[src/protobuf_wire_field_decoder_core_defines.svh]
// assertion macros for the protobuf wire field decoder
`ifndef PROTOBUF_WIRE_FIELD_DECODER_CORE_DEFINES_SVH
`define PROTOBUF_WIRE_FIELD_DECODER_CORE_DEFINES_SVH

`ifndef SYNTHESIS

// checked only out of reset
`define PWFD_ASSERT(name, clk, rst_n, prop) \
  name: assert property (@(posedge clk) disable iff (!rst_n) prop) \
    else $error("pwfd assertion failed");

// checked at every edge, reset included
`define PWFD_ASSERT_ALWAYS(name, clk, prop) \
  name: assert property (@(posedge clk) prop) \
    else $error("pwfd assertion failed");

`else

`define PWFD_ASSERT(name, clk, rst_n, prop)
`define PWFD_ASSERT_ALWAYS(name, clk, prop)

`endif

`endif

[src/pwfd_pkg.sv]
// types and constants of the protobuf wire field decoder
`timescale 1ns / 1ps

package pwfd_pkg;

  localparam int LENGTH_BITS_DEF = 32;
  localparam int RES_DEPTH       = 4;

  localparam logic [2:0] WIRE_VARINT  = 3'd0;
  localparam logic [2:0] WIRE_FIXED64 = 3'd1;
  localparam logic [2:0] WIRE_LEN     = 3'd2;
  localparam logic [2:0] WIRE_FIXED32 = 3'd5;

  typedef enum logic [1:0] {
    KIND_SCALAR  = 2'd0,
    KIND_LENGTH  = 2'd1,
    KIND_PAYLOAD = 2'd2,
    KIND_ERROR   = 2'd3
  } kind_e;

  typedef enum logic [2:0] {
    ERR_NONE        = 3'd0,
    ERR_VARINT_LONG = 3'd1,
    ERR_BAD_WIRE    = 3'd2,
    ERR_LEN_WIDE    = 3'd3,
    ERR_TRUNCATED   = 3'd4
  } err_e;

  typedef enum logic [6:0] {
    PH_HEADER  = 7'b0000001,
    PH_VARINT  = 7'b0000010,
    PH_FIXED32 = 7'b0000100,
    PH_FIXED64 = 7'b0001000,
    PH_LENGTH  = 7'b0010000,
    PH_PAYLOAD = 7'b0100000,
    PH_ERROR   = 7'b1000000
  } phase_e;

  typedef struct packed {
    phase_e      phase;
    logic [63:0] acc;
    logic [3:0]  count;
    logic [31:0] cur_field;
    logic [2:0]  cur_wire;
  } state_t;

  typedef struct packed {
    kind_e       kind;
    logic [31:0] field_num;
    logic [2:0]  wire_kind;
    logic [63:0] value;
    logic        payload_last;
    err_e        error_code;
  } res_t;

endpackage

[src/pwfd_if.sv]
// request channels of the protobuf wire field decoder
`timescale 1ns / 1ps

interface pwfd_in_if;
  logic       valid;
  logic       ready;
  logic [7:0] data_byte;
  logic       end_of_buffer;

  modport source (output valid, output data_byte, output end_of_buffer, input ready);
  modport sink (input valid, input data_byte, input end_of_buffer, output ready);
endinterface

interface pwfd_out_if;
  logic        valid;
  logic        ready;
  logic [1:0]  kind;
  logic [31:0] field_num;
  logic [2:0]  wire_kind;
  logic [63:0] value;
  logic        payload_last;
  logic [2:0]  error_code;

  modport source (
    output valid, output kind, output field_num, output wire_kind,
    output value, output payload_last, output error_code, input ready
  );
  modport sink (
    input valid, input kind, input field_num, input wire_kind,
    input value, input payload_last, input error_code, output ready
  );
endinterface

[src/pwfd_step.sv]
// next-state and result logic for one message byte
`timescale 1ns / 1ps

module pwfd_step #(
  parameter int LENGTH_BITS = pwfd_pkg::LENGTH_BITS_DEF
) (
  input  logic                   pass_i,
  input  logic [7:0]             byte_i,
  input  logic                   eob_i,
  input  pwfd_pkg::state_t       state_i,
  input  logic [LENGTH_BITS-1:0] rem_i,
  output pwfd_pkg::state_t       state_o,
  output logic [LENGTH_BITS-1:0] rem_o,
  output pwfd_pkg::res_t         res0_o,
  output pwfd_pkg::res_t         res1_o,
  output logic [1:0]             res_cnt_o
);

  localparam logic [63:0] LenMask =
    (LENGTH_BITS >= 64) ? '1 : ((64'd1 << LENGTH_BITS) - 64'd1);

  logic                   is_fixed;
  logic [6:0]             sh7;
  logic [5:0]             shamt;
  logic [63:0]            sh_data;
  logic [63:0]            acc_n;
  logic [3:0]             cnt_n;
  logic                   cont;
  logic                   too_long;
  logic                   fixed_done;
  logic [LENGTH_BITS-1:0] rem_n;
  logic                   emit_a;
  pwfd_pkg::kind_e        kind_a;
  logic [63:0]            val_a;
  logic                   last_a;
  logic                   fail;
  pwfd_pkg::err_e         code;
  logic                   to_hdr;
  logic                   bad_wire;

  // shared shift-or unit: 7 bits per varint byte, 8 bits per fixed byte
  always_comb begin
    is_fixed = (state_i.phase == pwfd_pkg::PH_FIXED32) ||
               (state_i.phase == pwfd_pkg::PH_FIXED64);
    sh7      = {state_i.count, 3'b000} - {3'b000, state_i.count};
    if (is_fixed) begin
      shamt   = {state_i.count[2:0], 3'b000};
      sh_data = {56'd0, byte_i};
    end else begin
      shamt   = sh7[5:0];
      sh_data = sh7[6] ? 64'd0 : {57'd0, byte_i[6:0]};
    end
    acc_n      = state_i.acc | (sh_data << shamt);
    cnt_n      = state_i.count + 4'd1;
    cont       = byte_i[7];
    too_long   = cont && (cnt_n >= 4'd10);
    fixed_done = (state_i.phase == pwfd_pkg::PH_FIXED32) ? (cnt_n >= 4'd4) : (cnt_n >= 4'd8);
    rem_n      = rem_i - LENGTH_BITS'(1);
    bad_wire   = (acc_n[2:0] != pwfd_pkg::WIRE_VARINT) &&
                 (acc_n[2:0] != pwfd_pkg::WIRE_FIXED64) &&
                 (acc_n[2:0] != pwfd_pkg::WIRE_LEN) &&
                 (acc_n[2:0] != pwfd_pkg::WIRE_FIXED32);
  end

  always_comb begin
    state_o = state_i;
    rem_o   = rem_i;
    emit_a  = 1'b0;
    kind_a  = pwfd_pkg::KIND_SCALAR;
    val_a   = 64'd0;
    last_a  = 1'b0;
    fail    = 1'b0;
    code    = pwfd_pkg::ERR_NONE;
    to_hdr  = 1'b0;

    case (state_i.phase)
      pwfd_pkg::PH_HEADER: begin
        state_o.acc   = acc_n;
        state_o.count = cnt_n;
        if (cont) begin
          state_o.cur_field = 32'd0;
          state_o.cur_wire  = 3'd0;
        end else begin
          state_o.cur_field = acc_n[34:3];
          state_o.cur_wire  = acc_n[2:0];
        end
        if (too_long) begin
          fail = 1'b1;
          code = pwfd_pkg::ERR_VARINT_LONG;
        end else if (cont) begin
          if (eob_i) begin
            fail = 1'b1;
            code = pwfd_pkg::ERR_TRUNCATED;
          end
        end else if (bad_wire) begin
          fail = 1'b1;
          code = pwfd_pkg::ERR_BAD_WIRE;
        end else if (eob_i) begin
          fail = 1'b1;
          code = pwfd_pkg::ERR_TRUNCATED;
        end else begin
          state_o.acc   = 64'd0;
          state_o.count = 4'd0;
          case (acc_n[2:0])
            pwfd_pkg::WIRE_VARINT:  state_o.phase = pwfd_pkg::PH_VARINT;
            pwfd_pkg::WIRE_FIXED64: state_o.phase = pwfd_pkg::PH_FIXED64;
            pwfd_pkg::WIRE_FIXED32: state_o.phase = pwfd_pkg::PH_FIXED32;
            default:                state_o.phase = pwfd_pkg::PH_LENGTH;
          endcase
        end
      end

      pwfd_pkg::PH_VARINT: begin
        state_o.acc   = acc_n;
        state_o.count = cnt_n;
        if (too_long) begin
          fail = 1'b1;
          code = pwfd_pkg::ERR_VARINT_LONG;
        end else if (!cont) begin
          emit_a = 1'b1;
          val_a  = acc_n;
          to_hdr = 1'b1;
        end else if (eob_i) begin
          fail = 1'b1;
          code = pwfd_pkg::ERR_TRUNCATED;
        end
      end

      pwfd_pkg::PH_FIXED32, pwfd_pkg::PH_FIXED64: begin
        state_o.acc   = acc_n;
        state_o.count = cnt_n;
        if (fixed_done) begin
          emit_a = 1'b1;
          val_a  = acc_n;
          to_hdr = 1'b1;
        end else if (eob_i) begin
          fail = 1'b1;
          code = pwfd_pkg::ERR_TRUNCATED;
        end
      end

      pwfd_pkg::PH_LENGTH: begin
        state_o.acc   = acc_n;
        state_o.count = cnt_n;
        if (too_long) begin
          fail = 1'b1;
          code = pwfd_pkg::ERR_VARINT_LONG;
        end else if (cont) begin
          if (eob_i) begin
            fail = 1'b1;
            code = pwfd_pkg::ERR_TRUNCATED;
          end
        end else if ((acc_n & ~LenMask) != 64'd0) begin
          fail = 1'b1;
          code = pwfd_pkg::ERR_LEN_WIDE;
        end else begin
          emit_a = 1'b1;
          kind_a = pwfd_pkg::KIND_LENGTH;
          val_a  = acc_n;
          if (acc_n == 64'd0) begin
            to_hdr = 1'b1;
          end else if (eob_i) begin
            fail = 1'b1;
            code = pwfd_pkg::ERR_TRUNCATED;
          end else begin
            rem_o         = acc_n[LENGTH_BITS-1:0];
            state_o.acc   = 64'd0;
            state_o.count = 4'd0;
            state_o.phase = pwfd_pkg::PH_PAYLOAD;
          end
        end
      end

      pwfd_pkg::PH_PAYLOAD: begin
        rem_o  = rem_n;
        emit_a = pass_i;
        kind_a = pwfd_pkg::KIND_PAYLOAD;
        val_a  = {56'd0, byte_i};
        last_a = (rem_n == '0);
        if (rem_n == '0) begin
          to_hdr = 1'b1;
        end else if (eob_i) begin
          fail = 1'b1;
          code = pwfd_pkg::ERR_TRUNCATED;
        end
      end

      pwfd_pkg::PH_ERROR: begin
        to_hdr = eob_i;
      end

      default: begin
        to_hdr = 1'b1;
      end
    endcase

    if (to_hdr) begin
      state_o.phase = pwfd_pkg::PH_HEADER;
      state_o.acc   = 64'd0;
      state_o.count = 4'd0;
    end
    // an error on the last buffer byte recovers at once
    if (fail) begin
      state_o.phase = eob_i ? pwfd_pkg::PH_HEADER : pwfd_pkg::PH_ERROR;
      state_o.acc   = 64'd0;
      state_o.count = 4'd0;
    end
  end

  pwfd_pkg::res_t res_a;
  pwfd_pkg::res_t res_e;

  always_comb begin
    res_a.kind         = kind_a;
    res_a.field_num    = state_o.cur_field;
    res_a.wire_kind    = state_o.cur_wire;
    res_a.value        = val_a;
    res_a.payload_last = last_a;
    res_a.error_code   = pwfd_pkg::ERR_NONE;

    res_e.kind         = pwfd_pkg::KIND_ERROR;
    res_e.field_num    = state_o.cur_field;
    res_e.wire_kind    = state_o.cur_wire;
    res_e.value        = 64'd0;
    res_e.payload_last = 1'b0;
    res_e.error_code   = code;

    res0_o    = emit_a ? res_a : res_e;
    res1_o    = res_e;
    res_cnt_o = {1'b0, emit_a} + {1'b0, fail};
  end

endmodule

[src/pwfd_res_fifo.sv]
// small result queue that takes up to two results per cycle
`timescale 1ns / 1ps

`include "protobuf_wire_field_decoder_core_defines.svh"

module pwfd_res_fifo (
  input  logic           clk_i,
  input  logic           rst_ni,
  input  logic [1:0]     push_cnt_i,
  input  pwfd_pkg::res_t push0_i,
  input  pwfd_pkg::res_t push1_i,
  input  logic           pop_i,
  output logic           room_o,
  output logic           valid_o,
  output pwfd_pkg::res_t head_o
);

  localparam int PtrW = $clog2(pwfd_pkg::RES_DEPTH);
  localparam int CntW = PtrW + 1;

  pwfd_pkg::res_t mem_q [pwfd_pkg::RES_DEPTH];
  logic [PtrW-1:0] rd_ptr_q, rd_ptr_d;
  logic [PtrW-1:0] wr_ptr_q, wr_ptr_d;
  logic [CntW-1:0] count_q, count_d;
  logic [CntW-1:0] count_after;
  logic            pop;

  assign valid_o     = (count_q != '0);
  assign head_o      = mem_q[rd_ptr_q];
  assign pop         = pop_i && valid_o;
  assign count_after = count_q - CntW'(pop);
  // room for the worst case of two results from one byte
  assign room_o      = (count_after <= CntW'(pwfd_pkg::RES_DEPTH - 2));
  assign count_d     = count_after + CntW'(push_cnt_i);
  assign rd_ptr_d    = rd_ptr_q + PtrW'(pop);
  assign wr_ptr_d    = wr_ptr_q + PtrW'(push_cnt_i);

  always_ff @(posedge clk_i) begin
    if (push_cnt_i != 2'd0) begin
      mem_q[wr_ptr_q] <= push0_i;
    end
    if (push_cnt_i == 2'd2) begin
      mem_q[wr_ptr_q + PtrW'(1)] <= push1_i;
    end
  end

  always_ff @(posedge clk_i or negedge rst_ni) begin
    if (!rst_ni) begin
      rd_ptr_q <= '0;
      wr_ptr_q <= '0;
      count_q  <= '0;
    end else begin
      rd_ptr_q <= rd_ptr_d;
      wr_ptr_q <= wr_ptr_d;
      count_q  <= count_d;
    end
  end

  `PWFD_ASSERT(a_count_max, clk_i, rst_ni, count_q <= CntW'(pwfd_pkg::RES_DEPTH))
  `PWFD_ASSERT(a_ptr_gap, clk_i, rst_ni, wr_ptr_q == rd_ptr_q + count_q[PtrW-1:0])
  `PWFD_ASSERT_ALWAYS(a_reset_empty, clk_i, !rst_ni |=> count_q == '0)

endmodule

[src/protobuf_wire_field_decoder_core.sv]
// protobuf wire format field decoder, top level
//
//  channel   dir  handshake      payload
//  in_i      in   valid/ready    data_byte, end_of_buffer
//  out_o     out  valid/ready    kind, field_num, wire_kind, value,
//                                payload_last, error_code
//  cfg       in   cfg_we_i       cfg_data_i (pass_payload)
//
// one byte is taken per cycle while the result queue has room; a byte waits in the
// input register, then its results are queued and show on out_o in order
// a byte that ends the buffer in mid-field can give two results, which are
// queued together; in_i stalls while a byte waits in the input register and
// the four-entry result queue, after this cycle's pop, has fewer than two free entries
// reset clears the decode state to the header phase and pass_payload to 1
`timescale 1ns / 1ps

`include "protobuf_wire_field_decoder_core_defines.svh"

module protobuf_wire_field_decoder_core #(
  parameter int LENGTH_BITS = pwfd_pkg::LENGTH_BITS_DEF
) (
  input  logic        clk_i,
  input  logic        rst_ni,
  input  logic        cfg_we_i,
  input  logic        cfg_data_i,
  pwfd_in_if.sink     in_i,
  pwfd_out_if.source  out_o
);

  logic                   pass_q;
  logic                   in_valid_q, in_valid_d;
  logic [7:0]             in_byte_q;
  logic                   in_eob_q;
  logic                   in_take;
  logic                   advance;
  logic                   room;
  pwfd_pkg::state_t       state_q, state_d;
  logic [LENGTH_BITS-1:0] rem_q, rem_d;
  pwfd_pkg::res_t         res0;
  pwfd_pkg::res_t         res1;
  logic [1:0]             res_cnt;
  logic [1:0]             push_cnt;
  logic                   out_valid;
  pwfd_pkg::res_t         head;

  assign advance    = in_valid_q && room;
  assign in_i.ready = !in_valid_q || advance;
  assign in_take    = in_i.valid && in_i.ready;
  assign in_valid_d = in_take ? 1'b1 : (advance ? 1'b0 : in_valid_q);
  assign push_cnt   = advance ? res_cnt : 2'd0;

  always_ff @(posedge clk_i or negedge rst_ni) begin
    if (!rst_ni) begin
      pass_q     <= 1'b1;
      in_valid_q <= 1'b0;
      state_q    <= '{phase: pwfd_pkg::PH_HEADER, acc: 64'd0, count: 4'd0,
                      cur_field: 32'd0, cur_wire: 3'd0};
      rem_q      <= '0;
    end else begin
      if (cfg_we_i) begin
        pass_q <= cfg_data_i;
      end
      in_valid_q <= in_valid_d;
      if (advance) begin
        state_q <= state_d;
        rem_q   <= rem_d;
      end
    end
  end

  always_ff @(posedge clk_i) begin
    if (in_take) begin
      in_byte_q <= in_i.data_byte;
      in_eob_q  <= in_i.end_of_buffer;
    end
  end

  pwfd_step #(
    .LENGTH_BITS(LENGTH_BITS)
  ) u_step (
    .pass_i   (pass_q),
    .byte_i   (in_byte_q),
    .eob_i    (in_eob_q),
    .state_i  (state_q),
    .rem_i    (rem_q),
    .state_o  (state_d),
    .rem_o    (rem_d),
    .res0_o   (res0),
    .res1_o   (res1),
    .res_cnt_o(res_cnt)
  );

  pwfd_res_fifo u_res_fifo (
    .clk_i     (clk_i),
    .rst_ni    (rst_ni),
    .push_cnt_i(push_cnt),
    .push0_i   (res0),
    .push1_i   (res1),
    .pop_i     (out_o.ready),
    .room_o    (room),
    .valid_o   (out_valid),
    .head_o    (head)
  );

  assign out_o.valid        = out_valid;
  assign out_o.kind         = head.kind;
  assign out_o.field_num    = head.field_num;
  assign out_o.wire_kind    = head.wire_kind;
  assign out_o.value        = head.value;
  assign out_o.payload_last = head.payload_last;
  assign out_o.error_code   = head.error_code;

  // the second result of one byte is always the error
  `PWFD_ASSERT(a_pair_ends_error, clk_i, rst_ni, push_cnt == 2'd2 |-> res1.kind == pwfd_pkg::KIND_ERROR)
  `PWFD_ASSERT(a_payload_left, clk_i, rst_ni, state_q.phase == pwfd_pkg::PH_PAYLOAD |-> rem_q != '0)
  `PWFD_ASSERT(a_stall_holds, clk_i, rst_ni, in_valid_q && !advance |=> in_valid_q && $stable(in_byte_q) && $stable(in_eob_q))

endmodule

[src/flat_wrapper.sv]
// flat-port wrapper written by rule: the top's interface ports become plain ports
module protobuf_wire_field_decoder_core_flat 
#(
  parameter int LENGTH_BITS = pwfd_pkg::LENGTH_BITS_DEF
)
  (clk_i, rst_ni, cfg_we_i, cfg_data_i, in_i_valid, in_i_data_byte, in_i_end_of_buffer, in_i_ready, out_o_valid, out_o_kind, out_o_field_num, out_o_wire_kind, out_o_value, out_o_payload_last, out_o_error_code, out_o_ready);
  pwfd_in_if in_i_i ();
  pwfd_out_if out_o_i ();
  input  logic clk_i;
  input  logic rst_ni;
  input  logic cfg_we_i;
  input  logic cfg_data_i;
  input wire logic [$bits(in_i_i.valid)-1:0] in_i_valid;
  input wire logic [$bits(in_i_i.data_byte)-1:0] in_i_data_byte;
  input wire logic [$bits(in_i_i.end_of_buffer)-1:0] in_i_end_of_buffer;
  output wire logic [$bits(in_i_i.ready)-1:0] in_i_ready;
  output wire logic [$bits(out_o_i.valid)-1:0] out_o_valid;
  output wire logic [$bits(out_o_i.kind)-1:0] out_o_kind;
  output wire logic [$bits(out_o_i.field_num)-1:0] out_o_field_num;
  output wire logic [$bits(out_o_i.wire_kind)-1:0] out_o_wire_kind;
  output wire logic [$bits(out_o_i.value)-1:0] out_o_value;
  output wire logic [$bits(out_o_i.payload_last)-1:0] out_o_payload_last;
  output wire logic [$bits(out_o_i.error_code)-1:0] out_o_error_code;
  input wire logic [$bits(out_o_i.ready)-1:0] out_o_ready;
  assign in_i_i.valid = in_i_valid;
  assign in_i_i.data_byte = in_i_data_byte;
  assign in_i_i.end_of_buffer = in_i_end_of_buffer;
  assign in_i_ready = in_i_i.ready;
  assign out_o_valid = out_o_i.valid;
  assign out_o_kind = out_o_i.kind;
  assign out_o_field_num = out_o_i.field_num;
  assign out_o_wire_kind = out_o_i.wire_kind;
  assign out_o_value = out_o_i.value;
  assign out_o_payload_last = out_o_i.payload_last;
  assign out_o_error_code = out_o_i.error_code;
  assign out_o_i.ready = out_o_ready;
  protobuf_wire_field_decoder_core #(.LENGTH_BITS(LENGTH_BITS)) u_core (.clk_i(clk_i), .rst_ni(rst_ni), .cfg_we_i(cfg_we_i), .cfg_data_i(cfg_data_i), .in_i(in_i_i), .out_o(out_o_i));
endmodule
[config.mk]
export PLATFORM = sky130hd
export DESIGN_NAME = protobuf_wire_field_decoder_core_flat
export DESIGN_NICKNAME = d
export VERILOG_FILES = /design/src/pwfd_pkg.sv /design/src/pwfd_if.sv /design/src/pwfd_step.sv /design/src/pwfd_res_fifo.sv /design/src/protobuf_wire_field_decoder_core.sv /design/src/flat_wrapper.sv
export VERILOG_INCLUDE_DIRS = /design/src /design/src/src
export SDC_FILE = /design/constraint.sdc
export NUM_CORES = 1
export LEC_CHECK = 0
export ABC_AREA = 1
export BUFFER_PORTS_ARGS = -buffer_cell sky130_fd_sc_hd__buf_2
export CAP_MARGIN = 40
export CORE_ASPECT_RATIO = 0.8
export CORE_MARGIN = 3
export CORE_UTILIZATION = 51
export DETAILED_ROUTE_END_ITERATION = 8
export HOLD_SLACK_MARGIN = 0.12
export PLACE_DENSITY = 0.74
export SETUP_SLACK_MARGIN = 0.15
export SLEW_MARGIN = 0
export SYNTH_ARGS = -nofsm -noshare
export SYNTH_HDL_FRONTEND = slang
export SYNTH_SLANG_ARGS = --single-unit
export TNS_END_PERCENT = 10
[constraint.sdc]
create_clock -name clk_i -period 5.4 [get_ports clk_i]
set_input_delay 0.81 -clock clk_i [delete_from_list [all_inputs] [get_ports clk_i]]
set_output_delay 0.81 -clock clk_i [all_outputs]
set_load 0.01 [all_outputs]
### Word-level counts from Yosys, hierarchy flattened

Memory sizes are Yosys's and may differ from the RTL's.
Cells that the tools add are included.

* mux-type cells: 86
* add/sub/neg operators: 9
* order comparisons: 4
* reduce and logical (&&, ||, !) cells: 26
* bitwise operators: 1
* equality and inequality tests: 27
* shift operators: 1

Operators with widths (number)
* $mux W75: 11
* $mux W64: 6
* $pmux W64 S4: 1
* $pmux W68 S3: 1
* $mux W32: 5
* $mux W105: 1
* $mux W35: 2
* $logic_not A64 Y1: 1
* $or A64 B64 Y64: 1
* $pmux W32 S2: 1
* $reduce_bool A64 Y1: 1
* $shl A64 B6 Y64: 1
* $mux W3: 12
* $ne A4 B4 Y1 const B: 9
* $mux W1: 34
* $logic_not A32 Y1: 1
* $sub A32 B1 Y32 const B: 1
* $pmux W3 S5: 1
* $pmux W5 S3: 1
* $mux W7: 2
* $pmux W7 S2: 1
* $reduce_and A11 Y1: 1
* $ne A2 B2 Y1 const B: 5
* $ge A4 B4 Y1 const B: 2
* other kinds (42): 52

* output and inout port bits: 107
* input port bits: 15
* word-level logic and storage cells: 168
* memory bits (writable): 420
* memories: 1
* flip-flop bits (word level): 160

Memory list
* u_core.u_res_fifo.mem_q: words 4, bits a word 105, read ports 1, clocked after Yosys merged registers in 0, write ports 2, RTL line pwfd_res_fifo.sv:21 `pwfd_pkg::res_t mem_q [pwfd_pkg::RES_DEPTH];`

### Logic depth before layout (Yosys ltp)

* depth in word-level cells: 18
* depth in mapped cells: 38
* depth with buffers taken out: 34

### Modules after synthesis

A second synthesis with hierarchy kept.

* cell total of the unflattened synthesis: 5069
* area total of the unflattened synthesis: 36900.4 µm²

Modules (own cells, without submodules)
* pwfd_res_fifo: seq. area each 12787.3 µm², times used 1, area each 23488.8 µm², cells each 2986
* pwfd_step: seq. area each 0.0 µm², times used 1, area each 7423.4 µm², cells each 1444
* protobuf_wire_field_decoder_core: seq. area each 3876.2 µm², times used 1, area each 5988.2 µm², cells each 639

### Least setup slack after synthesis

OpenSTA, ideal clock, no wires.

* kind: register to register
* from: reg u_core.state_q[35] (netlist bit)
* to: mem u_core.u_res_fifo.mem_q[2][66] (netlist bit)
* path slack: -0.477 ns
* stages on the path, launching flop included: 37
* path buffers: 4
* data required time: 5.271 ns
* arrival time: 5.749 ns
* clock period less this slack: 5.877 ns
* library setup time: 0.129 ns
* cells stage by stage: dfrtp_1 -> buf_2 -> inv_1 -> ha_1 -> nand3_1 -> nand3_1 -> nand2_1 -> nand3_2 -> buf_4 -> nand3_1 -> nand3_1 -> nand3_1 -> nand3_1 -> nand4_1 -> nand2_1 -> nor2_1 -> nand2_1 -> nor2_1 -> nand2_1 -> nor3_2 -> nand2_1 -> nand2_1 -> nand2_1 -> nand2_2 -> nand2_1 -> buf_2 -> ha_1 -> inv_1 -> nor2_1 -> nor2_1 -> nor3_1 -> clkinv_1 -> nand2_1 -> inv_2 -> clkbuf_1 -> nand2_1 -> o21ai_0

RTL lines
* start, declared: RTL line protobuf_wire_field_decoder_core.sv:37 `pwfd_pkg::state_t state_q, state_d;`
* start signal, assigned: RTL line protobuf_wire_field_decoder_core.sv:56 `state_q <= '{phase: pwfd_pkg::PH_HEADER, acc: 64'd0, count: 4'd0,`
* start signal, assigned: RTL line protobuf_wire_field_decoder_core.sv:65 `state_q <= state_d;`
* end, declared: RTL line pwfd_res_fifo.sv:21

==> results.py <==
metrics = {
    "synthesis": {
        "syn_nets": 3613,
        "syn-instance-count": 3585,
        "synth_seq_cells": 580,
        "yosysUniqueCellTypes": 50,
        "syn_area_um2": 27700,
        "postSynth.asyncResetShare_pct": 26.0,
        "postSynthAreaPerCell_um2": 7.73,
        "yosysSeqAreaShare_pct": 50.4,
        "ys.warnings.count": 0,
        "synth_edf_count": 161,
        "synth_ff_type": "dfxtp_1",
    },
    "cells_and_area": {
        "syn2layout_area_growth_pct": 14.3,
        "drive_gt1_share_pct": 11.2,
        "final_cell_mix": "665 x nand2_1, 559 x nor2_1, 541 x o21ai_0",
        "multiInputGateArea_um2": 11900,
        "seqCellArea_um2": 14000,
        "nNetsFinal": 3655,
        "layout_commonest_cell": "nand2_1",
        "fill_cells": 4678,
    },
    "sta": {
        "final_hold_viol_count": 0,
        "setup_tns_ps": 0,
        "hold_slack_ps": 164,
        "period_share_pct": 93.3,
        "slew_headroom_pct": 34.3,
        "rsz0062_at_grt": "true",
        "fin_crit_ps": 5040,
        "worstMarginPinSlew_ps": 976,
        "setup_violations": 0,
        "clock.fmax_mhz": 198,
        "drv_slew": 0,
        "clock_skew_ps": 39.7,
    },
    "clock_network": {
        "cts_hold_repair.buffers": 0,
        "clock-sinks": 580,
        "clk_latency_ps": 650,
        "htree_levels": 2,
        "numCtsBuffers": 55,
        "cts_tree": "yes",
        "cts-root-buf": "clkbuf_16",
        "clkTransAtPathRegs_ps": 60,
        "cts_buffer_depth": 3,
    },
    "status": {
        "outcome": "finished clean",
    },
    "worst_setup_path": {
        "r2r_slack_ps": 360,
        "cpPeakStageDelay_ps": 450,
        "cp_top_family": "simple AND/OR/NAND/NOR gates",
        "worstPathRequired_ps": 5890,
        "critPathSlowestCell": "dfrtp_2",
        "start_kind": "flip-flop",
        "cp_num_buf_inv": 7,
        "setup.worst_path.class": "flip-flop to flip-flop",
        "arrival_ps": 5530,
        "r2r_cells": 36,
        "end_kind": "flip-flop",
        "worstReg2RegEnd": "u_core.u_res_fifo.mem_q[1][34]",
        "r2r-start": "u_core.state_q[35]",
        "crit_fanout": 21,
        "path_common_cell": "nand2_1",
    },
    "power": {
        "intPower_uw": 12100,
        "power_density_nw_per_um2": 763,
        "p_sw_uw": 12000,
        "p_clk_share_pct": 17.0,
        "seqPwrFrac_pct": 28.3,
        "pwr-share-comb_pct": 54.6,
        "leakagePower_uw": 0.0133,
        "finalPower_uw": 24200,
        "irDropWorstVdd_uv": 599,
        "p_sw_share_pct": 49.8,
    },
    "global_routing": {
        "grt_max_degree": 169,
        "first_global_vias": 23188,
        "grt_pass1_wl_um": 137000,
        "gr-total-overflow": 0,
        "antenna_found_initial": 2,
        "grt.total_usage_pct": 30.3,
    },
    "detailed_routing": {
        "final_antenna_net_count": 0,
        "routed_wl_um": 90200,
        "vias": 26092,
        "via_per_inst": 5.97,
        "dr.pass1.iters": 7,
        "drt-initial-drc-count": 3761,
        "drt-wirelength-per-cell_um": 20.7,
        "route.detailed.drc": 0,
    },
    "min_path": {
        "hp-class": "primary input to asynchronous set/reset pin",
    },
    "placement": {
        "portBuffers": 121,
        "place_congestion": 1.06,
        "dpl.hpwl_um": 58100,
    },
    "floorplan": {
        "std_cell_rows": 75,
        "die_w_um": 267,
        "dieArea_um2": 57200,
        "core-area_um2": 53100,
        "die_h_um": 214,
        "io_pins": 122,
        "start_util_pct": 52.2,
    },
    "job": {
        "drv_cap": 0,
    },
}
[worst reg2reg max path: cells and delay by family (launching register included)]
family / cells / cell delay, ps
simple gates: 26 / 3040
buf+inv: 7 / 970
compound gates: 1 / 80
flops: 1 / 450
fa+ha+maj: 2 / 380
[repair_timing]
action,4_1_cts,5_1_grt
pin swaps,0,10
buffers inserted,0,5
endpoints found under the setup margin,168,623
cloned,0,3
resized for setup,2,61
[registers in the layout, summed over array words and instances (netlist names)]
signal	cells
u_core.u_res_fifo.count_q	3
u_core.rem_q	32
u_core.in_valid_q	1
u_core.u_res_fifo.mem_q	420
u_core.state_q	110
u_core.u_res_fifo.wr_ptr_q	2
u_core.u_res_fifo.rd_ptr_q	2
u_core.pass_q	1
u_core.in_byte_q	8
u_core.in_eob_q	1
[routing by layer]
layer	up-vias	part of all wire, %	global-route usage [%]
met5	-	0	0
met3	190	12	8.88
met1	12360	43	45.2
met4	0	3.3	9.44
li1	12052	-	-
met2	1490	41	42.2
[worst max path at each step]
stage	startpoint	end	slack (ps)	cells after the start
after floorplan	u_core.state_q[35]	u_core.u_res_fifo.mem_q[0][100]	160	36
after global placement	u_core.state_q[36]	u_core.u_res_fifo.mem_q[3][2]	120	32
after detailed placement	u_core.state_q[36]	u_core.u_res_fifo.mem_q[1][34]	50	34
after CTS	u_core.state_q[35]	u_core.u_res_fifo.mem_q[3][31]	100	32
after global routing	u_core.state_q[35]	u_core.u_res_fifo.mem_q[1][27]	70	34
final	u_core.state_q[35]	u_core.u_res_fifo.mem_q[1][34]	360	36
[Yosys cell counts (6+ instances only)]
master / n / area share, %
a21oi_1: 84 / 1.5
a31oi_1: 13 / 0.29
a32oi_1: 18 / 0.57
buf_1: 9 / 0.12
buf_2: 37 / 0.67
buf_4: 6 / 0.16
clkbuf_1: 186 / 2.5
clkinv_1: 8 / 0.11
dfrtp_1: 149 / 13
dfxtp_1: 268 / 19
edfxtp_1: 161 / 17
ha_1: 12 / 0.54
inv_1: 302 / 4.1
inv_2: 9 / 0.12
nand2_1: 680 / 9.2
nand2_2: 7 / 0.16
nand3_1: 113 / 2.0
nand4_1: 73 / 1.6
nor2_1: 569 / 7.7
nor3_1: 21 / 0.38
nor4_1: 8 / 0.18
o211ai_1: 43 / 1.2
o21ai_0: 543 / 9.8
o21ai_1: 43 / 0.78
o22ai_1: 146 / 3.3
xnor2_1: 14 / 0.44
xor2_1: 20 / 0.63
[power groups by stage]
| stage | sequential [uW] | combinational [uW] | clock (uW) |
|---|---|---|---|
| after CTS | 6790 | 12500 | 4150 |
| final | 6860 | 13200 | 4120 |
| after detailed placement | 6850 | 12400 | 0 |
| after global routing | 6980 | 14200 | 4340 |
| after global placement | 6830 | 12200 | 0 |
| after floorplan | 6530 | 8070 | 0 |
[cell families after synthesis]
group / after synthesis / share of synthesized area [%]
xor gates and xnor gates: 36 / 1.19
DFF: 580 / 50.4
adders and majority gates: 13 / 0.614
buffers and inverters: 559 / 7.86
and+or+nand+nor: 1494 / 22.1
AOI/OAI and AO/OA: 903 / 17.8
[final cells by class]
type / instances / area share (%)
repair buffers: 223 / 5.70
clock buffers: 78 / 5.03
multi-input cells: 2447 / 37.5
diodes: 1 / 0.00790
inverters: 320 / 3.84
well taps: 693 / 2.74
flip-flops and latches: 580 / 44.2
clock inverters: 25 / 1.06
[stage by stage]
stage	worst slack, ps	util (%)	instance area (um^2)	cells
6_report	359	59.7	31700	4367
5_1_grt	66.2	59.7	31700	4366
4_1_cts	97.1	59.0	31300	4358
3_5_place_dp	53.9	55.4	29400	4255
3_3_place_gp	120	55.3	29400	4252
2_1_floorplan	161	-	27800	3585
Power figures use the tool's default switching activity.
